==> config.mk <==
export PLATFORM = sky130hd
export DESIGN_NAME = button_gesture_classifier
export DESIGN_NICKNAME = d
export VERILOG_FILES = /design/src/hdl/bgc_pkg.sv /design/src/hdl/button_gesture_classifier.sv /design/src/hdl/bgc_cfg_regs.sv /design/src/hdl/bgc_core.sv
export SDC_FILE = /design/constraint.sdc
export NUM_CORES = 1
export LEC_CHECK = 0
export ABC_CLOCK_PERIOD_IN_PS = 5700
export BUFFER_PORTS_ARGS = -buffer_cell sky130_fd_sc_hd__buf_2
export CELL_PAD_IN_SITES_DETAIL_PLACEMENT = 1
export CELL_PAD_IN_SITES_GLOBAL_PLACEMENT = 2
export CORE_UTILIZATION = 34
export CTS_CLUSTER_SIZE = 16
export DETAILED_ROUTE_END_ITERATION = 6
export PLACE_DENSITY = 0.79
export SYNTH_ARGS = -nofsm -noshare
export SYNTH_HDL_FRONTEND = slang
export SYNTH_SLANG_ARGS = --single-unit
==> constraint.sdc <==
create_clock -name clock -period 5.7 [get_ports clock]
set_clock_uncertainty 0.15 [all_clocks]
set_input_delay 0.57 -clock clock [delete_from_list [all_inputs] [get_ports clock]]
set_output_delay 0.57 -clock clock [all_outputs]
set_load 0.01 [all_outputs]
==> src/hdl/bgc_pkg.sv <==
// ----------------------------------------------------------------------------
// bgc_pkg
// shared types and constants of the button gesture classifier
// ----------------------------------------------------------------------------
`timescale 1ns / 1ps

package bgc_pkg;

   // width of the held and release tick counters
   localparam int COUNT_BITS = 16;
   // width of one threshold register
   localparam int CFG_BITS   = 16;
   // width used when a counter meets a threshold
   localparam int CMP_BITS   = (COUNT_BITS > CFG_BITS) ? COUNT_BITS : CFG_BITS;

   localparam int GESTURE_BITS = 3;
   localparam int ADDR_BITS    = 4;
   localparam int DATA_BITS    = 32;

   typedef enum logic [GESTURE_BITS-1:0] {
      G_NONE   = 3'd0,
      G_TAP    = 3'd1,
      G_DOUBLE = 3'd2,
      G_LONG   = 3'd3,
      G_PAIR   = 3'd4,
      G_MODE   = 3'd5
   } gesture_type;

   typedef enum logic [1:0] {
      REG_PAIR_HOLD  = 2'd0,
      REG_LONG_HOLD  = 2'd1,
      REG_MODE_HOLD  = 2'd2,
      REG_TAP_WINDOW = 2'd3
   } reg_index_type;

   typedef struct packed {
      logic [CFG_BITS-1:0] pair_hold_ms;
      logic [CFG_BITS-1:0] long_hold_ms;
      logic [CFG_BITS-1:0] mode_hold_ms;
      logic [CFG_BITS-1:0] tap_window_ms;
   } cfg_type;

endpackage

==> src/hdl/button_gesture_classifier.sv <==
// ----------------------------------------------------------------------------
// button_gesture_classifier
// tap, double tap, long, pair and mode hold detector for an active-low button
// ----------------------------------------------------------------------------
// usage:
//   req_* carries one word per millisecond tick: the raw pin level in bit 0.
//   rsp_* returns one word for every request word: the gesture code in
//   bits 2:0 (0 none, 1 tap, 2 double, 3 long hold, 4 pair hold, 5 mode hold).
//   csr_* holds four 16-bit thresholds at byte addresses 0, 4, 8 and 12:
//   pair hold, long hold, mode hold and tap window, all in ticks.
//   the sample register loads at the accept edge and the decision logic
//   fills the response register once that register is free. throughput is
//   one word per cycle while responses are taken; the tracking state update
//   is a single pass of counters and compares.
//   reset clears the tracking state, empties both registers and loads the
//   thresholds with 5000, 2000, 800 and 300. a stalled response holds its
//   word and the sample register holds one more; req_tready drops only when
//   both are full and rsp_tready is low.
// ----------------------------------------------------------------------------
`timescale 1ns / 1ps

module button_gesture_classifier import bgc_pkg::*; (
   input  logic                 clock,
   input  logic                 reset,
   input  logic                 req_tvalid,
   output logic                 req_tready,
   input  logic [7:0]           req_tdata,   // [0] button_level, [7:1] zero
   output logic                 rsp_tvalid,
   input  logic                 rsp_tready,
   output logic [7:0]           rsp_tdata,   // [2:0] gesture, [7:3] zero
   input  logic                 csr_psel,
   input  logic                 csr_penable,
   input  logic                 csr_pwrite,
   input  logic [ADDR_BITS-1:0] csr_paddr,
   input  logic [DATA_BITS-1:0] csr_pwdata,
   output logic [DATA_BITS-1:0] csr_prdata,
   output logic                 csr_pready
);

   cfg_type     cfg;
   gesture_type gesture;

   logic        smp_valid_ff, smp_valid_in;
   logic        smp_level_ff;
   logic        rsp_valid_ff, rsp_valid_in;
   gesture_type rsp_gesture_ff;
   logic        advance;
   logic        req_accept;

   bgc_cfg_regs u_cfg_regs (
      .clock       (clock),
      .reset       (reset),
      .csr_psel    (csr_psel),
      .csr_penable (csr_penable),
      .csr_pwrite  (csr_pwrite),
      .csr_paddr   (csr_paddr),
      .csr_pwdata  (csr_pwdata),
      .csr_prdata  (csr_prdata),
      .csr_pready  (csr_pready),
      .cfg         (cfg)
   );

   // sample moves into the response register when that register frees up
   assign advance    = smp_valid_ff & (~rsp_valid_ff | rsp_tready);
   assign req_tready = ~smp_valid_ff | advance;
   assign req_accept = req_tvalid & req_tready;

   assign smp_valid_in = req_accept | (smp_valid_ff & ~advance);
   assign rsp_valid_in = advance | (rsp_valid_ff & ~rsp_tready);

   bgc_core u_core (
      .clock        (clock),
      .reset        (reset),
      .step         (advance),
      .button_level (smp_level_ff),
      .cfg          (cfg),
      .gesture      (gesture)
   );

   assign rsp_tvalid = rsp_valid_ff;
   assign rsp_tdata  = {5'b0, rsp_gesture_ff};

   always_ff @(posedge clock) begin
      if (reset) begin
         smp_valid_ff <= 1'b0;
         rsp_valid_ff <= 1'b0;
      end else begin
         smp_valid_ff <= smp_valid_in;
         rsp_valid_ff <= rsp_valid_in;
      end
      if (req_accept) begin
         smp_level_ff <= req_tdata[0];
      end
      if (advance) begin
         rsp_gesture_ff <= gesture;
      end
   end

endmodule

==> src/hdl/bgc_cfg_regs.sv <==
// ----------------------------------------------------------------------------
// bgc_cfg_regs
// threshold registers behind the apb-style configuration port
// ----------------------------------------------------------------------------
`timescale 1ns / 1ps

module bgc_cfg_regs import bgc_pkg::*; (
   input  logic                 clock,
   input  logic                 reset,
   input  logic                 csr_psel,
   input  logic                 csr_penable,
   input  logic                 csr_pwrite,
   input  logic [ADDR_BITS-1:0] csr_paddr,
   input  logic [DATA_BITS-1:0] csr_pwdata,
   output logic [DATA_BITS-1:0] csr_prdata,
   output logic                 csr_pready,
   output cfg_type              cfg
);

   cfg_type       cfg_ff;
   cfg_type       cfg_in;
   reg_index_type index;
   logic          wr_en;
   logic [CFG_BITS-1:0] wr_val;
   logic [CFG_BITS-1:0] rd_val;

   assign csr_pready = 1'b1;
   assign index      = reg_index_type'(csr_paddr[ADDR_BITS-1:2]);
   assign wr_en      = csr_psel & csr_penable & csr_pwrite & csr_pready;
   assign wr_val     = csr_pwdata[CFG_BITS-1:0];

   always_comb begin
      cfg_in = cfg_ff;
      if (wr_en) begin
         unique case (index)
            REG_PAIR_HOLD:  cfg_in.pair_hold_ms  = wr_val;
            REG_LONG_HOLD:  cfg_in.long_hold_ms  = wr_val;
            REG_MODE_HOLD:  cfg_in.mode_hold_ms  = wr_val;
            REG_TAP_WINDOW: cfg_in.tap_window_ms = wr_val;
            default:        cfg_in = cfg_ff;
         endcase
      end
   end

   always_comb begin
      unique case (index)
         REG_PAIR_HOLD:  rd_val = cfg_ff.pair_hold_ms;
         REG_LONG_HOLD:  rd_val = cfg_ff.long_hold_ms;
         REG_MODE_HOLD:  rd_val = cfg_ff.mode_hold_ms;
         REG_TAP_WINDOW: rd_val = cfg_ff.tap_window_ms;
         default:        rd_val = '0;
      endcase
   end

   assign csr_prdata = DATA_BITS'(rd_val);
   assign cfg        = cfg_ff;

   always_ff @(posedge clock) begin
      if (reset) begin
         cfg_ff.pair_hold_ms  <= CFG_BITS'(5000);
         cfg_ff.long_hold_ms  <= CFG_BITS'(2000);
         cfg_ff.mode_hold_ms  <= CFG_BITS'(800);
         cfg_ff.tap_window_ms <= CFG_BITS'(300);
      end else begin
         cfg_ff <= cfg_in;
      end
   end

endmodule

==> src/hdl/bgc_core.sv <==
// ----------------------------------------------------------------------------
// bgc_core
// press tracking state and the per-tick gesture decision
// ----------------------------------------------------------------------------
`timescale 1ns / 1ps

module bgc_core import bgc_pkg::*; (
   input  logic        clock,
   input  logic        reset,
   input  logic        step,
   input  logic        button_level,
   input  cfg_type     cfg,
   output gesture_type gesture
);

   logic                  was_pressed_ff, was_pressed_in;
   logic                  hold_fired_ff, hold_fired_in;
   logic [COUNT_BITS-1:0] held_ticks_ff, held_ticks_in;
   logic [1:0]            tap_count_ff, tap_count_in;
   logic [COUNT_BITS-1:0] since_release_ff, since_release_in;

   logic                  down;
   logic [CMP_BITS-1:0]   held_cmp;
   logic [CMP_BITS-1:0]   release_cmp;

   always_comb begin
      down             = ~button_level;
      gesture          = G_NONE;
      hold_fired_in    = hold_fired_ff;
      tap_count_in     = tap_count_ff;
      since_release_in = (since_release_ff == '1) ? since_release_ff
                                                  : since_release_ff + 1'b1;
      held_ticks_in    = held_ticks_ff;
      if (was_pressed_ff && held_ticks_ff != '1) begin
         held_ticks_in = held_ticks_ff + 1'b1;
      end

      // press edge restarts the hold timer, no hold test this tick
      if (down && !was_pressed_ff) begin
         held_ticks_in = '0;
         hold_fired_in = 1'b0;
      end

      held_cmp = CMP_BITS'(held_ticks_in);

      if (down && was_pressed_ff && !hold_fired_ff) begin
         if (held_cmp >= CMP_BITS'(cfg.pair_hold_ms)) begin
            gesture       = G_PAIR;
            hold_fired_in = 1'b1;
         end else if (held_cmp >= CMP_BITS'(cfg.long_hold_ms)) begin
            gesture       = G_LONG;
            hold_fired_in = 1'b1;
         end
      end

      if (!down && was_pressed_ff && !hold_fired_ff) begin
         if (held_cmp >= CMP_BITS'(cfg.mode_hold_ms)) begin
            gesture = G_MODE;
         end else begin
            if (tap_count_ff != 2'd3) begin
               tap_count_in = tap_count_ff + 2'd1;
            end
            since_release_in = '0;
         end
      end

      // pending taps reported once the quiet window has passed
      release_cmp = CMP_BITS'(since_release_in);
      if (tap_count_in != 2'd0 && release_cmp > CMP_BITS'(cfg.tap_window_ms)) begin
         gesture      = (tap_count_in >= 2'd2) ? G_DOUBLE : G_TAP;
         tap_count_in = 2'd0;
      end

      was_pressed_in = down;
   end

   always_ff @(posedge clock) begin
      if (reset) begin
         was_pressed_ff   <= 1'b0;
         hold_fired_ff    <= 1'b0;
         held_ticks_ff    <= '0;
         tap_count_ff     <= 2'd0;
         since_release_ff <= '0;
      end else if (step) begin
         was_pressed_ff   <= was_pressed_in;
         hold_fired_ff    <= hold_fired_in;
         held_ticks_ff    <= held_ticks_in;
         tap_count_ff     <= tap_count_in;
         since_release_ff <= since_release_in;
      end
   end

endmodule

==> results.json <==
{
  "routedWlPerCell_um": 18.2,
  "ioPinCount": 94,
  "holdPathStages": 1,
  "synth_compound_area_share_pct": 17.4,
  "use_met3_pct": 2.05,
  "antenna_found_initial": 1,
  "syn_avg_cell_area_sq_um": 7.86,
  "holdCritPathClass": "input port to flop",
  "grt_pass1_wl_um": 33900,
  "track_usage_pct": 21.9,
  "vias": 6102,
  "peakVddDrop_uv": 138,
  "power_leakage_nw": 3.08,
  "synth_edf_count": 4,
  "wl_um": 21700,
  "crit_top_cell": "ha_1",
  "yosysSeqAreaShare_pct": 31.4,
  "pre_cts_ws_ns": 0.193,
  "clock_sinks": 106,
  "syn-cell-area_sq_um": 6890,
  "required_ns": 5.66,
  "synth_flop_cell": "dfxtp_1",
  "ys_async_sr_fraction_pct": 0,
  "critPathLaunchType": "flop",
  "rr_worst_depth": 20,
  "cp_slowest_cell": "a2111oi_4",
  "path_clk_slew_ns": 0.07,
  "root_buffer": "clkbuf_16",
  "ys_seq_elements": 106,
  "hold_violations": 0,
  "n_antenna_cell": 0,
  "hold_start": "req_tdata[0]",
  "crit_chain": "ha_1 > a2111oi_4 > or2b_1 > nor2_1 > xnor2_1 > nor2_1 > ha_1 > a21oi_1 > o21ai_0 > a32oi_1 > and3_4 > a31oi_1 > o21a_1 > ha_1 > nand3_1 > or3_1 > o21ai_0 > o31a_1 > o31a_1 > o21bai_1",
  "clockBufferDepth": 2,
  "power_density_nw_per_um2": 202,
  "reg2reg_slack_ns": 0.45,
  "r2r_start": "u_core.held_ticks_ff[0]$_SDFFE_PP0P_",
  "drive_gt1_share_pct": 13.8,
  "fmax_mhz": 191,
  "die_y_um": 144,
  "setup_viol": 0,
  "tightest_slew_ns": 0.982,
  "synthDistinctLibCells": 62,
  "crit_fanout": 6,
  "start_util_pct": 35.0,
  "slew_headroom_pct": 34.5,
  "yosys_warnings": 0,
  "fin_crit_sh_pct": 92.1,
  "grt_pass1_vias": 6096,
  "dr.pass1.iters": 4,
  "synth_top_family_by_area": "simple AND/OR/NAND/NOR gates",
  "nets": 1035,
  "critPathArrivalTime_ns": 5.21,
  "synth.area.mux_share_pct": 5.23,
  "drt_iter0_markers": 271,
  "reg2reg_to": "rsp_gesture_ff[1]$_DFFE_PP_",
  "numCtsBuffers": 9,
  "max_cap_violations": 0,
  "critPathKind": "flop to flop",
  "dp.cells": 1171,
  "synthAdderAreaFrac_pct": 12.0,
  "grt.met1_usage_pct": 31.0,
  "stdcell_count": 1188,
  "drc": 0,
  "die_area_sq_um": 20800,
  "status": "finished clean",
  "fin_util_pct": 39.3,
  "synthXorXnorAreaFrac_pct": 3.56,
  "coreArea_sq_um": 19700,
  "synthCells": 876,
  "dpl_cell_area_sq_um": 7400,
  "htreeDepth": 3,
  "port_buffers": 46,
  "grt_remaining_overflow": 0,
  "stdcell_area_sq_um": 7720,
  "min_delay_worst_endpoint": "smp_level_ff$_DFFE_PP_",
  "rows": 51,
  "rsz0062_at_grt": "no",
  "syn2layout_area_growth_pct": 12.2,
  "met2_usage_pct": 34.8,
  "grt_max_degree": 82,
  "clk_latency_ns": 0.36,
  "cpPeakStageDelay_ns": 0.44,
  "hpwlAfterDp_um": 16000,
  "yosys.area_share.simple_pct": 21.5,
  "tns_ns": 0,
  "routed_via_density": 5.14,
  "period_needed_ns": 5.25,
  "final_antenna_net_count": 0,
  "setup.worst_path.end_class": "flop",
  "gr-max-usage-layer": "met2",
  "finalWorstSetupSlack_ns": 0.453,
  "place_congestion": 0.779,
  "cts_tree": "built",
  "slew_viol_final": 0,
  "die_x_um": 144
}
## worst max-delay path: cells and delay by family, from the launching register on
kind | cells | cell delay (ns)
AOI/OAI and AO/OA | 10 | 2.03
xor gates and xnor gates | 1 | 0.07
DFF | 1 | 0.35
and+or+nand+nor | 6 | 1.51
adders and majority gates | 3 | 0.88
## registers in the layout, summed over array words and instances (netlist names)
name,cells
rsp_gesture_ff,3
rsp_tvalid,1
smp_level_ff,1
smp_valid_ff,1
u_cfg_regs.cfg,64
u_core.held_ticks_ff,16
u_core.hold_fired_ff,1
u_core.since_release_ff,16
u_core.tap_count_ff,2
u_core.was_pressed_ff,1
## cell type report
class,count,area (sq um)
multi-input combinational,655,4230
timing repair buffer,74,440
fill,2467,11900
clock buffer,10,229
tap,265,332
sequential,106,2160
clock inverter,6,65.1
inverter,72,270
## cell usage in the layout (no fill, tap or decap), types with 3 or more instances in the layout
cell / synthesis / routed
and3_1: 7 / 6
nor2_2: 1 / 4
a21oi_1: 101 / 100
nor2_1: 74 / 71
xor2_1: 15 / 15
a22oi_1: 4 / 4
nand3b_1: 5 / 5
xnor2_1: 13 / 13
ha_1: 66 / 66
nor2b_1: 8 / 8
o21ai_0: 30 / 30
nand3_1: 22 / 22
or3_1: 10 / 10
nand2_1: 153 / 153
dfxtp_1: 102 / 101
o21a_1: 3 / 3
o211ai_1: 21 / 21
inv_1: 71 / 71
edfxtp_1: 4 / 4
nand4_1: 9 / 9
mux4_2: 16 / 16
nand2b_1: 5 / 5
nor3b_1: 3 / 3
a31oi_1: 8 / 8
buf_4: 23 / 28
a211oi_1: 9 / 8
buf_2: 3 / 46
nor3_1: 11 / 10
clkbuf_16: 0 / 9
a21o_1: 4 / 4
a31o_2: 3 / 3
conb_1: 2 / 22
## power breakdown
| part | switching (mW) | leakage [nW] | internal, mW |
|---|---|---|---|
| Sequential | 0.00810 | 0.865 | 0.755 |
| Combinational | 0.0971 | 2.07 | 0.0473 |
| Clock | 0.307 | 0.143 | 0.343 |
| Total | 0.412 | 3.08 | 1.14 |
## metrics by stage
step | power [mW] | hold WS [ns]
finish | 1.56 | 0.246
global route | 1.62 | 0.237
CTS | 1.57 | 0.237
detailed placement | 0.924 | 0.315
global placement | 0.923 | 0.311
floorplan | 0.876 | 0.295
## Yosys cell counts, types with 4 or more instances
| cell | n | area, sq um |
|---|---|---|
| nand2_1 | 153 | 574 |
| nor2b_1 | 8 | 50.1 |
| inv_1 | 71 | 267 |
| buf_4 | 23 | 173 |
| a22oi_1 | 4 | 30.0 |
| o21ai_0 | 30 | 150 |
| nand2b_1 | 5 | 31.3 |
| mux4_2 | 16 | 360 |
| clkbuf_1 | 30 | 113 |
| a21o_1 | 4 | 30.0 |
| xor2_1 | 15 | 131 |
| nand4_1 | 9 | 56.3 |
| buf_1 | 5 | 18.8 |
| or3_1 | 10 | 62.6 |
| nor2_1 | 74 | 278 |
| a21oi_1 | 101 | 505 |
| ha_1 | 66 | 826 |
| dfxtp_1 | 102 | 2040 |
| a31oi_1 | 8 | 50.1 |
| xnor2_1 | 13 | 114 |
| a211oi_1 | 9 | 67.6 |
| edfxtp_1 | 4 | 120 |
| nand3b_1 | 5 | 37.5 |
| and3_1 | 7 | 43.8 |
| nor3_1 | 11 | 55.1 |
| o211ai_1 | 21 | 158 |
| nand3_1 | 22 | 110 |
## worst max-delay path by stage
stage / from / endpoint / slack [ns]
final: u_core.held_ticks_ff[0]$_SDFFE_PP0P_ / rsp_gesture_ff[1]$_DFFE_PP_ / 0.45
after floorplan: u_core.held_ticks_ff[13]$_SDFFE_PP0P_ / rsp_gesture_ff[1]$_DFFE_PP_ / 0.69
after detailed placement: u_core.held_ticks_ff[1]$_SDFFE_PP0P_ / rsp_gesture_ff[1]$_DFFE_PP_ / 0.19
after global placement: u_core.held_ticks_ff[9]$_SDFFE_PP0P_ / rsp_gesture_ff[1]$_DFFE_PP_ / 0.27
after CTS: u_core.held_ticks_ff[1]$_SDFFE_PP0P_ / rsp_gesture_ff[1]$_DFFE_PP_ / 0.16
after global routing: u_core.held_ticks_ff[0]$_SDFFE_PP0P_ / u_core.tap_count_ff[0]$_SDFFE_PP0P_ / 0.04
## repair_timing
item	in CTS	in global routing
setup buffers	0	1
setup endpoints to repair	0	5
hold buffers	0	0
gates resized for setup	0	8
## metal layers
layer,routed length (um),vias to the layer above
li1,-,3071
met1,10700,2930
met2,9880,81
met3,680,20
met4,392,0
met5,0,-
## logic make-up (layout without fill, tap and decap cells)
family | Yosys count | after routing
other | 2 | 22
buffers and inverters | 135 | 162
AOI/OAI and AO/OA | 199 | 199
and+or+nand+nor | 324 | 324
adders and majority gates | 66 | 66
xor gates and xnor gates | 28 | 28
DFF | 106 | 106
muxes | 16 | 16
No activity file was read; power rests on OpenSTA's default activity.
